$ cat src/rtl/core/pts_pkg.sv
// ----------------------------------------------------------------------------
// pts_pkg: shared types and constants for the prime table sieve
// Sizes of the odd-only bit store and the prime table, transfer structs,
// status codes and the controller/datapath command and status groups.
// ----------------------------------------------------------------------------
package pts_pkg;

  // Elaboration-time integer square root.
  function automatic int isqrt(input int v);
    int r;
    r = 0;
    while ((r + 1) * (r + 1) <= v) r++;
    return r;
  endfunction

  localparam int SIEVE_BITS  = 65536;
  localparam int MAX_PRIMES  = 4096;

  // Field widths of the transfers and the config register.
  localparam int CFG_W = 13;
  localparam int IDX_W = 12;
  localparam int VAL_W = 16;
  localparam int DBL_W = 17;

  // Odd-only bit store: entry k stands for the number 2k+1.
  localparam int BIT_DEPTH   = SIEVE_BITS / 2;
  localparam int BIT_AW      = $clog2(BIT_DEPTH);
  localparam int ROOT_END    = isqrt(SIEVE_BITS) + 1;
  localparam int I_W         = $clog2(ROOT_END + 2);
  localparam int M_W         = $clog2(SIEVE_BITS) + 2;
  localparam int SCAN_END    = (SIEVE_BITS > 65536) ? 65536 : SIEVE_BITS;
  localparam int SCAN_HALF   = SCAN_END / 2;

  // Prime table.
  localparam int TBL_AW = $clog2(MAX_PRIMES);
  localparam int CNT_W  = $clog2(MAX_PRIMES + 1);
  localparam int CMP_W0 = (CNT_W > CFG_W) ? CNT_W : CFG_W;
  localparam int CMP_W  = (CMP_W0 > IDX_W) ? CMP_W0 : IDX_W;

  localparam logic [CFG_W-1:0] PRIME_COUNT_RST = CFG_W'(4096);
  localparam logic [VAL_W-1:0] FIRST_PRIME     = VAL_W'(2);

  typedef enum logic {
    OP_BUILD = 1'b0,
    OP_READ  = 1'b1
  } op_t;

  typedef enum logic [1:0] {
    ST_BUILD_DONE = 2'd0,
    ST_READ_OK    = 2'd1,
    ST_BEYOND     = 2'd2,
    ST_NOT_BUILT  = 2'd3
  } status_t;

  typedef struct packed {
    op_t              op;
    logic [IDX_W-1:0] entry_index;
  } item_t;

  typedef struct packed {
    logic [VAL_W-1:0] prime_value;
    logic [DBL_W-1:0] prime_doubled;
    status_t          status;
  } result_t;

  typedef enum logic [2:0] {
    S_IDLE,
    S_CLEAR,
    S_SV_RD,
    S_SV_CHK,
    S_MARK,
    S_SCAN,
    S_DONE
  } state_t;

  typedef struct packed {
    logic rd_accept;
    logic build_init;
    logic clear_step;
    logic sv_read;
    logic sv_next;
    logic mark_load;
    logic mark_step;
    logic scan_init;
    logic scan_run;
    logic build_done;
  } ctrl_cmd_t;

  typedef struct packed {
    logic clear_last;
    logic i_done;
    logic bit_marked;
    logic mark_end;
    logic scan_done;
  } dp_stat_t;

endpackage

$ cat src/rtl/core/pts_ctrl.sv
// ----------------------------------------------------------------------------
// pts_ctrl: build sequencer
// Steps clear, sieve and scan phases of a build; passes reads straight on.
// ----------------------------------------------------------------------------
module pts_ctrl (
  input  logic               clk,
  input  logic               rst,
  input  logic               start,
  input  pts_pkg::op_t       op,
  input  pts_pkg::dp_stat_t  stat,
  output pts_pkg::ctrl_cmd_t cmd,
  output logic               busy
);
  import pts_pkg::*;

  state_t state, state_next;

  always_ff @(posedge clk) begin
    if (rst) begin
      state <= S_IDLE;
    end else begin
      state <= state_next;
    end
  end

  always_comb begin
    state_next = state;
    unique case (state)
      S_IDLE: begin
        if (start && op == OP_BUILD) state_next = S_CLEAR;
      end
      S_CLEAR: begin
        if (stat.clear_last) state_next = S_SV_RD;
      end
      S_SV_RD: begin
        state_next = stat.i_done ? S_SCAN : S_SV_CHK;
      end
      S_SV_CHK: begin
        state_next = stat.bit_marked ? S_SV_RD : S_MARK;
      end
      S_MARK: begin
        if (stat.mark_end) state_next = S_SV_RD;
      end
      S_SCAN: begin
        if (stat.scan_done) state_next = S_DONE;
      end
      S_DONE: begin
        state_next = S_IDLE;
      end
      default: begin
        state_next = S_IDLE;
      end
    endcase
  end

  always_comb begin
    cmd  = '0;
    busy = (state != S_IDLE);
    unique case (state)
      S_IDLE: begin
        cmd.build_init = start && op == OP_BUILD;
        cmd.rd_accept  = start && op == OP_READ;
      end
      S_CLEAR: begin
        cmd.clear_step = 1'b1;
      end
      S_SV_RD: begin
        cmd.scan_init = stat.i_done;
        cmd.sv_read   = !stat.i_done;
      end
      S_SV_CHK: begin
        cmd.sv_next   = stat.bit_marked;
        cmd.mark_load = !stat.bit_marked;
      end
      S_MARK: begin
        cmd.sv_next   = stat.mark_end;
        cmd.mark_step = !stat.mark_end;
      end
      S_SCAN: begin
        cmd.scan_run = 1'b1;
      end
      S_DONE: begin
        cmd.build_done = 1'b1;
      end
      default: begin
        cmd = '0;
      end
    endcase
  end

endmodule

$ cat config.mk
export PLATFORM = sky130hd
export DESIGN_NAME = pts_ctrl
export DESIGN_NICKNAME = d
export VERILOG_FILES = /design/src/rtl/core/pts_pkg.sv /design/src/rtl/core/pts_ctrl.sv
export SDC_FILE = /design/constraint.sdc
export NUM_CORES = 1
export LEC_CHECK = 0
export ABC_CLOCK_PERIOD_IN_PS = 1250
export BUFFER_PORTS_ARGS = -buffer_cell sky130_fd_sc_hd__buf_2
export CORE_AREA = 2 2 39 41
export CTS_BUF_LIST = sky130_fd_sc_hd__clkbuf_4
export CTS_CLUSTER_SIZE = 30
export DETAILED_ROUTE_END_ITERATION = 16
export DIE_AREA = 0 0 41 43
export HOLD_SLACK_MARGIN = 0.03
export PLACE_DENSITY = 0.54
export SYNTH_ARGS = -nofsm -noshare
export SYNTH_HDL_FRONTEND = slang
export SYNTH_SLANG_ARGS = --single-unit
$ cat constraint.sdc
create_clock -name clk -period 1.25 [get_ports clk]
set_input_delay 0.25 -clock clk [delete_from_list [all_inputs] [get_ports clk]]
set_output_delay 0.25 -clock clk [all_outputs]
set_load 0.02 [all_outputs]
# Word level (Yosys, flattened, before mapping)
# Index checks and enable logic that the tools add are counted.
# W data, S select, Z words.
[classes]
bitwise_logic = 1
multipliers = 0
mux = 16
addsub = 0
eq_ne = 10
n_lt_le_gt_ge = 0
shifts = 0
div_mod_pow = 0
n_reduce_logical = 8
[op_table]
columns = ["op", "n"]
rows = [
  ["$mux W3", 6],
  ["$pmux W3 S6", 1],
  ["$eq A3 B3 Y1 const B", 3],
  ["$ne A2 B2 Y1 const B", 4],
  ["$mux W1", 7],
  ["$eq A3 B2 Y1 const B", 2],
  ["$reduce_and A4 Y1", 1],
  ["$eq A3 B1 Y1 const B", 1],
  ["$logic_not A1 Y1", 3],
  ["$logic_not A3 Y1", 1],
  ["$reduce_bool A3 Y1", 1],
  ["$logic_and A1 B1 Y1", 2],
  ["$mux W2", 1],
  ["$pmux W1 S2", 1],
  ["$not A1 Y1", 1],
]
[word_totals]
romBits = 0
wordCells = 36
mem_count = 0
out_inout_bits = 11
ff_bits = 3
latch_bits = 0
ram_bits = 0
in_bits = 9

# Depth between registers and ports, before layout
# Gate-level depths: netlist of the first run.
[logic_depth]
ltp_word = 4
mapped_depth = 4
ltp_nobuf = 3

# Worst setup path before layout of the first run
# OpenSTA, ideal clock, no wires.
[synth_timing]
path_type = "register to output"
start = "register state[1]"
end = "output port cmd[6] (netlist name)"
slack_ps = -357
required_time_ps = 1000
stages_incl_launch_ff = 3
n_path_buf = 1
t_arrival_ps = 1357
path_cell_list = "dfxtp_1 -> clkbuf_1 -> nor4b_1"
[synth_lines]
columns = ["item", "line", "text"]
rows = [
  ["start, declared", "pts_ctrl.sv:16", "state_t state, state_next;"],
  ["start signal, assigned", "pts_ctrl.sv:22", "state <= state_next;"],
  ["end, declared", "pts_ctrl.sv:11", "output pts_pkg::ctrl_cmd_t cmd,"],
]

==> run metrics, run 1 <==
status=finished with violations; violated checks=negative setup slack; Power Density=839 nW/µm²; Rows=14; Crit path arrival time=1140 ps; worst-path cell chain=buf_6, nor3_4, and3_1, buf_6; minimum clock period=about 1400 ps; kind of end point of the critical path=output pin; post-synth cell types=24; Final #Nets=85; # fillers=between 100 and 150; WHS Path Cells=2; Startpoint Class=flop; Highest Clock Rate=a little over 700 MHz; initial antenna violation count=0; #FFs+latches synth=3; wire length per cell=around 11 µm; largest net degree at the start of global routing=8; post-synth top area cell=dfxtp_1; r2r setup slk=about 20 ps; Fin. Hold Viols=0; largest reg by FF count=state; Slew Limit Fails=0; CTS Buffer Depth=2; total power=572 µW; clk_lat worst skew=roughly 230 ps; chip width=between 40 and 50 µm; remaining global-route overflow=0; Hold Crit Class=primary input to flop; Clock Sinks=3; unrepaired setup endpoints after global routing=yes; crit-path max cell delay=approximately 330 ps; worst reg2reg endpoint=state[1]; RR Startpoint=state[2]; GRT Overall Usage=0.128; DRT iter0 DRCs=9; I/O pin count=20; Max Cap Viol=0; Required @ worst endpoint=1000 ps; CP max-delay cell=dfxtp_2; Post-route DRC=0; Root Driver=clkbuf_4; Worst Setup Slack, final=-140 ps; CTS tree=built; Starting Density=0.204; r2r worst-path depth=3; Worst path depth=4; Cell Area, Synth=about 280 µm²; WHS Endpoint=state[2]; fin area=between 600 and 700 µm²; Leak Pwr=0.000309 µW; DP Worst Slack=-82.5 ps; Buf/Inv on CP=2; core footprint=around 1400 µm²; VDD IR max=between 0.3 and 0.4 mV; dpl cell area=approximately 500 µm²; crit-path leading delay family=flip-flops; top cells by area, synth=dfxtp_1 21%, nor2_1 8.0%, nand2_1 6.6%; Synth Instances=a little over 40; vias per std cell=4.76; hpwl dp=between 600 and 700 µm; WL final=around 970 µm; clock buffer count from CTS=3; Worst Hold Launch=rst; via count=433; final period utilization=1.11; WHS=194 ps; Antenna Cells=0; die area=roughly 1800 µm²; share of cells above drive strength 1=0.720; Ys Warns=0; post-synth top area share=0.212; final setup fails=11; clock-pin slew on the worst setup and hold paths=40 ps; Initial DRT Pass Iterations=4; worst slew pin tran=approximately 250 ps; synth-to-layout area growth=141%; Antenna Nets Post-Route=0; first-pass GRT wire length=between 1.5 and 2 mm; Synth Area per Inst=between 6 and 7 µm²; Setup Skew=between 0.7 and 0.8 ps; Slew HR=0.833; DIE HEIGHT=between 40 and 50 µm; crit-path max FO=5; Crit path top cell by count=buf_6; Largest regs=state x3; share of the yosys chip area belonging to registers=0.212; Clock H-tree levels=1; gpl congestion=0.651; vias in the first global route=389; worst setup path class=flop to output pin; port buffer count=19; syn nets=50; max reg flops=3
-- how the worst max path moves through the flow --
stage	startpoint	endpoint	slack (ps)
global placement	state[1]	cmd[5]	-70
finish	state[2]	cmd[9]	-140
detailed placement	state[1]	cmd[5]	-80
global route	state[2]	cmd[8]	-190
CTS	state[2]	cmd[9]	-160
floorplan	state[2]	cmd[1]	-10
-- layout by cell type, fill, tap and decap left out, drive strengths merged --
master	netlist	final
nor3	2	2
a31o	1	1
a211oi	1	1
nor4	1	1
buf	1	33
nor2b	1	1
nand2	5	5
nor4b	1	1
nand2b	1	1
and4	1	1
a32o	1	1
or3b	1	1
or2	1	1
o21ai	1	1
o2111ai	1	1
clkbuf	2	4
o21ba	1	1
a21oi	2	2
a2111oi	1	1
dfxtp	3	3
inv	3	3
nor2	6	6
and3	2	2
a211o	1	1
-- cell families (layout without fill, tap and decap cells) --
family | count (synthesis) | in the layout | share of synthesized area
and+or+nand+nor | 22 | 22 | 0.407
AOI/OAI and AO/OA | 10 | 10 | 0.296
buffers and inverters | 6 | 40 | 0.0841
DFF | 3 | 3 | 0.212
-- what timing repair did --
action	CTS	global route
setup endpoints to repair	13	13
pin swaps	3	1
gates resized for setup	33	6
hold buffers	0	0
setup buffers	6	0
-- area by class of cell --
type | instances | area, µm² | area share
clock buffers | 4 | 30.0 | 0.0440
inverters | 3 | 11.3 | 0.0165
repair buffers | 33 | 268 | 0.393
flip-flops and latches | 3 | 68.8 | 0.101
well taps | 16 | 20.0 | 0.0294
multi-input cells | 32 | 284 | 0.417
-- per-stage QoR --
step                std cells   util  TNS, ps
detailed placement         82  0.362     -486
global placement           82  0.362     -284
CTS                        91  0.476    -1090
floorplan                  41      -    -11.2
finish                     91  0.493     -937
global route               91  0.493    -1580
-- cells in the mapped netlist --
cell       n
inv_1      3
or3b_1     1
buf_2      1
a31o_1     1
a211oi_1   1
nor2_1     6
nand2_1    5
o21ba_1    1
or2_2      1
a21oi_1    2
a32o_1     1
nand2b_1   1
o21ai_0    1
o2111ai_1  1
nor2b_1    1
nor4_1     1
a211o_1    1
nor4b_1    1
a2111oi_2  1
nor3_1     2
and3_1     2
clkbuf_1   2
dfxtp_1    3
and4_1     1
-- where the power goes --
group	internal [µW]	total, µW	switching [µW]
sequential	104	121	16.9
clock	141	189	48.0
combinational	141	262	121
total	386	572	186
-- per-layer routing --
| metal | part of all wire | track usage | up-vias |
|---|---|---|---|
| met1 | 0.38 | 0.135 | 202 |
| met2 | 0.56 | 0.222 | 14 |
| met3 | 0.056 | 0.0157 | 0 |
| met4 | 0 | 0.0800 | 0 |
| met5 | 0 | 0 | - |
| li1 | - | - | 217 |
(Power assumes the default switching activity.)
==> inputs of run 2 (changes only) <==
Settings changed: ABC_AREA from default to 1, PLACE_DENSITY 0.54 to 0.55.
==> run 2 against run 1 <==
Net effect:
- the run still ends with negative setup slack left
- sequential power hardly changed
- global-route usage increased by 0.89 points
- utilization is 0.18 points higher
- die area is the same
- sequential share of layout area grew 0.33 points
- clock power increased by 11%
- area after synthesis is 4.4% higher
- first-iteration DRC count fell by 22%
- fmax is 1.8% higher
- clock-buffer cell count is the same
- via count increased by 5.8%
- synthesized cell count increased by 27%
- highest routed layer is now met4
==> run metrics, run 2 <==
most numerous cell in the Yosys netlist=inv_1 (was nor2_1); clock buffer count from CTS=3 (unchanged); status=finished with violations (unchanged); Slew Limit Fails=0 (unchanged); CTS Hold Bufs=0 (unchanged); commonest cells after routing, fill and taps aside=14 x buf_4, 9 x buf_2, 9 x buf_6 (was 12 x buf_6, 11 x buf_4, 10 x buf_2); minimum clock period=1370 ps (was 1390 ps); largest reg by FF count=state (unchanged); Leak Pwr=0.000366 µW (was 0.000309 µW); kind of end point of the critical path=output pin (unchanged); Setup Skew=12.1 ps (was 0.761 ps); worst slew pin tran=210 ps (was 247 ps); post-synth cell types=16 (was 24); max reg flops=3 (unchanged); post-synth top area share=0.203 (was 0.212); Fin. Hold Viols=0 (unchanged); violated checks=negative setup slack (unchanged); final period utilization=1.09 (was 1.11); Async SR Flop Fraction=0 (unchanged); Clock H-tree levels=1 (unchanged); commonest cells in the netlist=15 x inv_1, 8 x nand2_1, 5 x nand3_1 (was 6 x nor2_1, 5 x nand2_1, 3 x dfxtp_1, 3 x inv_1); clk_lat worst skew=250 ps (was 230 ps); Initial DRT Pass Iterations=4 (unchanged); first-pass GRT wire length=1.63 mm (was 1.56 mm); Max Cap Viol=0 (unchanged); syn nets=61 (was 50); Highest Clock Rate=733 MHz (was 719 MHz); share of cells above drive strength 1=0.713 (was 0.720); VDD IR max=0.469 mV (was 0.390 mV); Cell Area, Synth=295 µm² (was 283 µm²); final setup fails=12 (was 11); Final #Nets=97 (was 85); Starting Density=0.213 (was 0.204); port buffer count=19 (unchanged); Post-route DRC=0 (unchanged); I/O pin count=20 (unchanged); unrepaired setup endpoints after global routing=yes (unchanged); DRT iter0 DRCs=7 (was 9); top cells by area, synth=dfxtp_1 20%, inv_1 19%, nand2_1 10% (was dfxtp_1 21%, nor2_1 8.0%, nand2_1 6.6%); Clock Sinks=3 (unchanged); chip width=41 µm (unchanged); Root Driver=clkbuf_4 (unchanged); Ys Warns=0 (unchanged); Antenna Cells=0 (unchanged); CTS tree=built (unchanged); WL final=1.16 mm (was 971 µm); Synth Area per Inst=5.68 µm² (was 6.90 µm²); Largest regs=state x3 (unchanged); hpwl dp=659 µm (was 658 µm); post-synth top area cell=dfxtp_1 (unchanged); WHS=183 ps (was 194 ps); DIE HEIGHT=43 µm (unchanged); Slew HR=0.859 (was 0.833); clock-pin slew on the worst setup and hold paths=50 ps (was 40 ps); Antenna Nets Post-Route=0 (unchanged); gpl congestion=0.711 (was 0.651); #FFs+latches synth=3 (unchanged); Power Density=792 nW/µm² (was 839 nW/µm²); vias in the first global route=426 (was 389); crit-path max FO=7 (was 5); r2r worst-path depth=8 (was 3); commonest non-fill, non-tap cell in the layout=buf_4 (was buf_6); Synth Instances=52 (was 41); fin area=684 µm² (was 682 µm²); remaining global-route overflow=0 (unchanged); largest net degree at the start of global routing=10 (was 8); CTS Buffer Depth=2 (unchanged); core footprint=1380 µm² (unchanged); Crit path arrival time=1120 ps (was 1140 ps); wire length per cell=11.3 µm (was 10.7 µm); Worst Setup Slack, final=-115 ps (was -140 ps); WHS Path Cells=2 (unchanged); Required @ worst endpoint=1000 ps (about the same); Startpoint Class=flop (unchanged); vias per std cell=4.45 (was 4.76); Post-synth EDFFs=0 (unchanged); top_reg_cell synth=dfxtp_1 (unchanged); initial antenna violation count=0 (unchanged); die area=1760 µm² (unchanged); # fillers=133 (was 142); worst setup path class=flop to output pin (unchanged); synth-to-layout area growth=132% (was 141%); Rows=14 (unchanged); Hold Crit Class=primary input to flop (unchanged); share of the yosys chip area belonging to registers=0.203 (was 0.212); dpl cell area=428 µm² (was 500 µm²); via count=458 (was 433); GRT Overall Usage=0.137 (was 0.128)
## run 2: logic make-up (layout without fill, tap and decap cells)
logic type             after synthesis  count (layout)  synth area share
and+or+nand+nor                     28              28             0.475
AOI/OAI and AO/OA                    5               5             0.106
buffers and inverters               16              51             0.216
DFF                                  3               3             0.203
## run 2: path summary, 6_finish.rpt
check             slack [ps]       end     start
setup / recovery        -120    cmd[9]  state[0]
hold / removal           180  state[2]       rst
setup reg to reg         -20  state[2]  state[0]
hold reg to reg          780  state[0]  state[2]
## run 2: report_power, final
part           total (µW)  internal (µW)  switching (µW)  leakage (µW)
combinational         214            101             113      0.000321
sequential            119            100            18.5     0.0000267
clock                 210            142            67.3     0.0000184
total                 542            343             199      0.000366
## run 2: per-layer routing
| metal | global-route usage | share of wire | vias up |
|---|---|---|---|
| li1 | - | - | 231 |
| met1 | 0.153 | 0.37 | 202 |
| met2 | 0.216 | 0.54 | 21 |
| met3 | 0.0262 | 0.070 | 4 |
| met4 | 0.100 | 0.026 | 0 |
| met5 | 0 | 0 | - |
## run 2: final cells by class
type	instances	area, µm²	share of cell area
repair buffers	32	251	0.367
multi-input cells	33	250	0.366
flip-flops and latches	3	71.3	0.104
inverters	15	61.3	0.0896
clock buffers	4	30.0	0.0439
well taps	16	20.0	0.0293
## run 2: metrics by stage
step / TNS, ps / setup WS (ps) / power, µW / util / std cells
finish: -854 / -115 / 542 / 0.495 / 103
global route: -1430 / -160 / 567 / 0.495 / 103
CTS: -463 / -72.7 / 482 / 0.406 / 97
detailed placement: 0 / 11.6 / 255 / 0.309 / 87
global placement: 0 / 11.2 / 254 / 0.309 / 87
floorplan: 0 / 10.4 / 209 / - / 52
## run 2: repair_timing
item,in CTS,in global routing
setup buffers,6,6
resized for setup,26,23
pin swaps,2,6
gates cloned,0,0
setup endpoints to repair,11,14
## run 2: critical path: stages, from the launching register on
cell and delay [ps]:
dfxtp_4 380, nor2_4 190, nand2_4 90, nor2_4 80, buf_6 110
==> inputs of run 3 (changes only) <==
Settings changed: PLACE_DENSITY 0.55 to default, TNS_END_PERCENT from default to 100.
==> run 3 against run 2 <==
Net effect:
- the flow still finishes with violations (negative setup slack)
- via count fell by 9.2%
- power fell by 12%
- fmax grew 3.3%
- critical path type unchanged
- critical endpoint is now cmd[8]
- highest routed layer is now met3
==> run metrics, run 3 (synthesis results as in run 2) <==
minimum clock period=1320 ps (was 1370 ps); switching share of power=0.341 (was 0.367); GRT Overall Usage=0.111 (was 0.137); worst slew pin tran=166 ps (was 210 ps); Flop pwr share=0.245 (was 0.219); clock-pin slew on the worst setup and hold paths=30 ps (was 50 ps); Clock Sinks=3 (unchanged); Required @ worst endpoint=1000 ps (about the same); max reg flops=3 (unchanged); crit-path max cell delay=370 ps (was 380 ps); Initial DRT Pass Iterations=4 (unchanged); remaining global-route overflow=0 (unchanged); final setup fails=10 (was 12); synth-to-layout area growth=88.6% (was 132%); commonest cells after routing, fill and taps aside=12 x buf_4, 11 x inv_1, 10 x buf_2 (was 14 x buf_4, 9 x buf_2, 9 x buf_6); CP max-delay cell=dfxtp_4 (unchanged); sw power=163 µW (was 199 µW); unrepaired setup endpoints after global routing=yes (unchanged); Power Density=858 nW/µm² (was 792 nW/µm²); vias in the first global route=390 (was 426); r2r setup slk=10 ps (was -20 ps); first-pass GRT wire length=1.34 mm (was 1.63 mm); internal power=315 µW (was 343 µW); initial antenna violation count=0 (unchanged); kind of end point of the critical path=output pin (unchanged); VDD IR max=0.387 mV (was 0.469 mV); crit-path max FO=7 (unchanged); largest net degree at the start of global routing=10 (unchanged); Largest regs=state x3 (unchanged); final period utilization=1.06 (was 1.09); Finished Core Util=0.402 (was 0.495); share of cells above drive strength 1=0.608 (was 0.713); Clk pwr share=0.400 (was 0.387); Fin. Hold Viols=0 (unchanged); wire length per cell=9.37 µm (was 11.3 µm); I/O pin count=20 (unchanged); Starting Density=0.213 (unchanged); CTS Hold Bufs=0 (unchanged); DP Worst Slack=26.9 ps (was 11.6 ps); Rows=14 (unchanged); Slew HR=0.889 (was 0.859); violated checks=negative setup slack (unchanged); clk_lat worst skew=230 ps (was 250 ps); Post-route DRC=0 (unchanged); port buffer count=19 (unchanged); Setup Skew=3.99 ps (was 12.1 ps); DRT iter0 DRCs=18 (was 7); Highest Clock Rate=757 MHz (was 733 MHz); DP Cell Count=87 (unchanged); core footprint=1380 µm² (unchanged); Comb pwr share=0.355 (was 0.394); non-filler cells, final=95 (was 103); commonest non-fill, non-tap cell in the layout=buf_4 (unchanged); largest reg by FF count=state (unchanged); Startpoint Class=flop (unchanged); total power=478 µW (was 542 µW); DIE HEIGHT=43 µm (unchanged); chip width=41 µm (unchanged); worst-path cell chain=nor2_4, nand2_2, nor2_2, buf_4 (was nor2_4, nand2_4, nor2_4, buf_6); clock buffer count from CTS=3 (unchanged); Crit path arrival time=1070 ps (was 1120 ps); CTS tree=built (unchanged); Antenna Nets Post-Route=0 (unchanged); Root Driver=clkbuf_4 (unchanged); Leak Pwr=0.000326 µW (was 0.000366 µW); die area=1760 µm² (unchanged); via count=416 (was 458); worst setup path class=flop to output pin (unchanged); Max Cap Viol=0 (unchanged); WL final=890 µm (was 1.16 mm); Clock H-tree levels=1 (unchanged); gpl congestion=0.723 (was 0.711); Hold Crit Class=primary input to flop (unchanged); Worst Setup Slack, final=-71.2 ps (was -115 ps); Final #Nets=89 (was 97); Slew Limit Fails=0 (unchanged); Antenna Cells=0 (unchanged); vias per std cell=4.38 (was 4.45); CTS Buffer Depth=2 (unchanged); status=finished with violations (unchanged); hpwl dp=670 µm (was 659 µm)
## run 3: critical path: cells and delay by family (launching register included)
| kind | cells | cell delay (ps) |
|---|---|---|
| AND/OR/NAND/NOR | 3 | 340 |
| buffers and inverters | 1 | 140 |
| flip-flops | 1 | 370 |
## run 3: what timing repair did
action                     in CTS  in global routing
buffers inserted                3                  1
pin swaps                       3                  3
hold endpoints to repair        0                  0
resized for setup              25                  3
setup endpoints to repair      11                 13
## run 3: power by group through the flow
stage               logic [µW]  registers [µW]  clock network (µW)
floorplan                 98.5             111                   0
global placement           139             114                   0
detailed placement         139             115                   0
CTS                        163             116                 199
global route               184             118                 208
finish                     170             117                 191
## run 3: layer usage
metal  wire length, µm  track usage  vias to the layer above
li1                  -            -                      215
met1               340        0.122                      187
met2               483        0.181                       14
met4                 0        0.100                        0
met3                67            0                        0
met5                 0            0                        -
## run 3: area by class of cell
type,count,area (µm²)
fill,143,827
timing repair buffer,24,163
multi-input combinational,33,214
tap,16,20.0
clock buffer,4,30.0
inverter,15,58.8
sequential,3,71.3
## run 3: worst paths after layout
kind / startpoint / endpoint / cells past startpoint
min: rst / state[2] / 2
max: state[2] / cmd[8] / 4
max reg2reg: state[2] / state[0] / 7
min reg2reg: state[1] / state[1] / 3
## run 3: per-stage QoR
stage	instance area [µm²]	TNS (ps)	hold WS (ps)
2_1_floorplan	313	0	312
3_3_place_gp	428	-0.272	442
3_5_place_dp	428	0	442
4_1_cts	539	-490	191
5_1_grt	557	-1020	194
6_report	557	-400	198
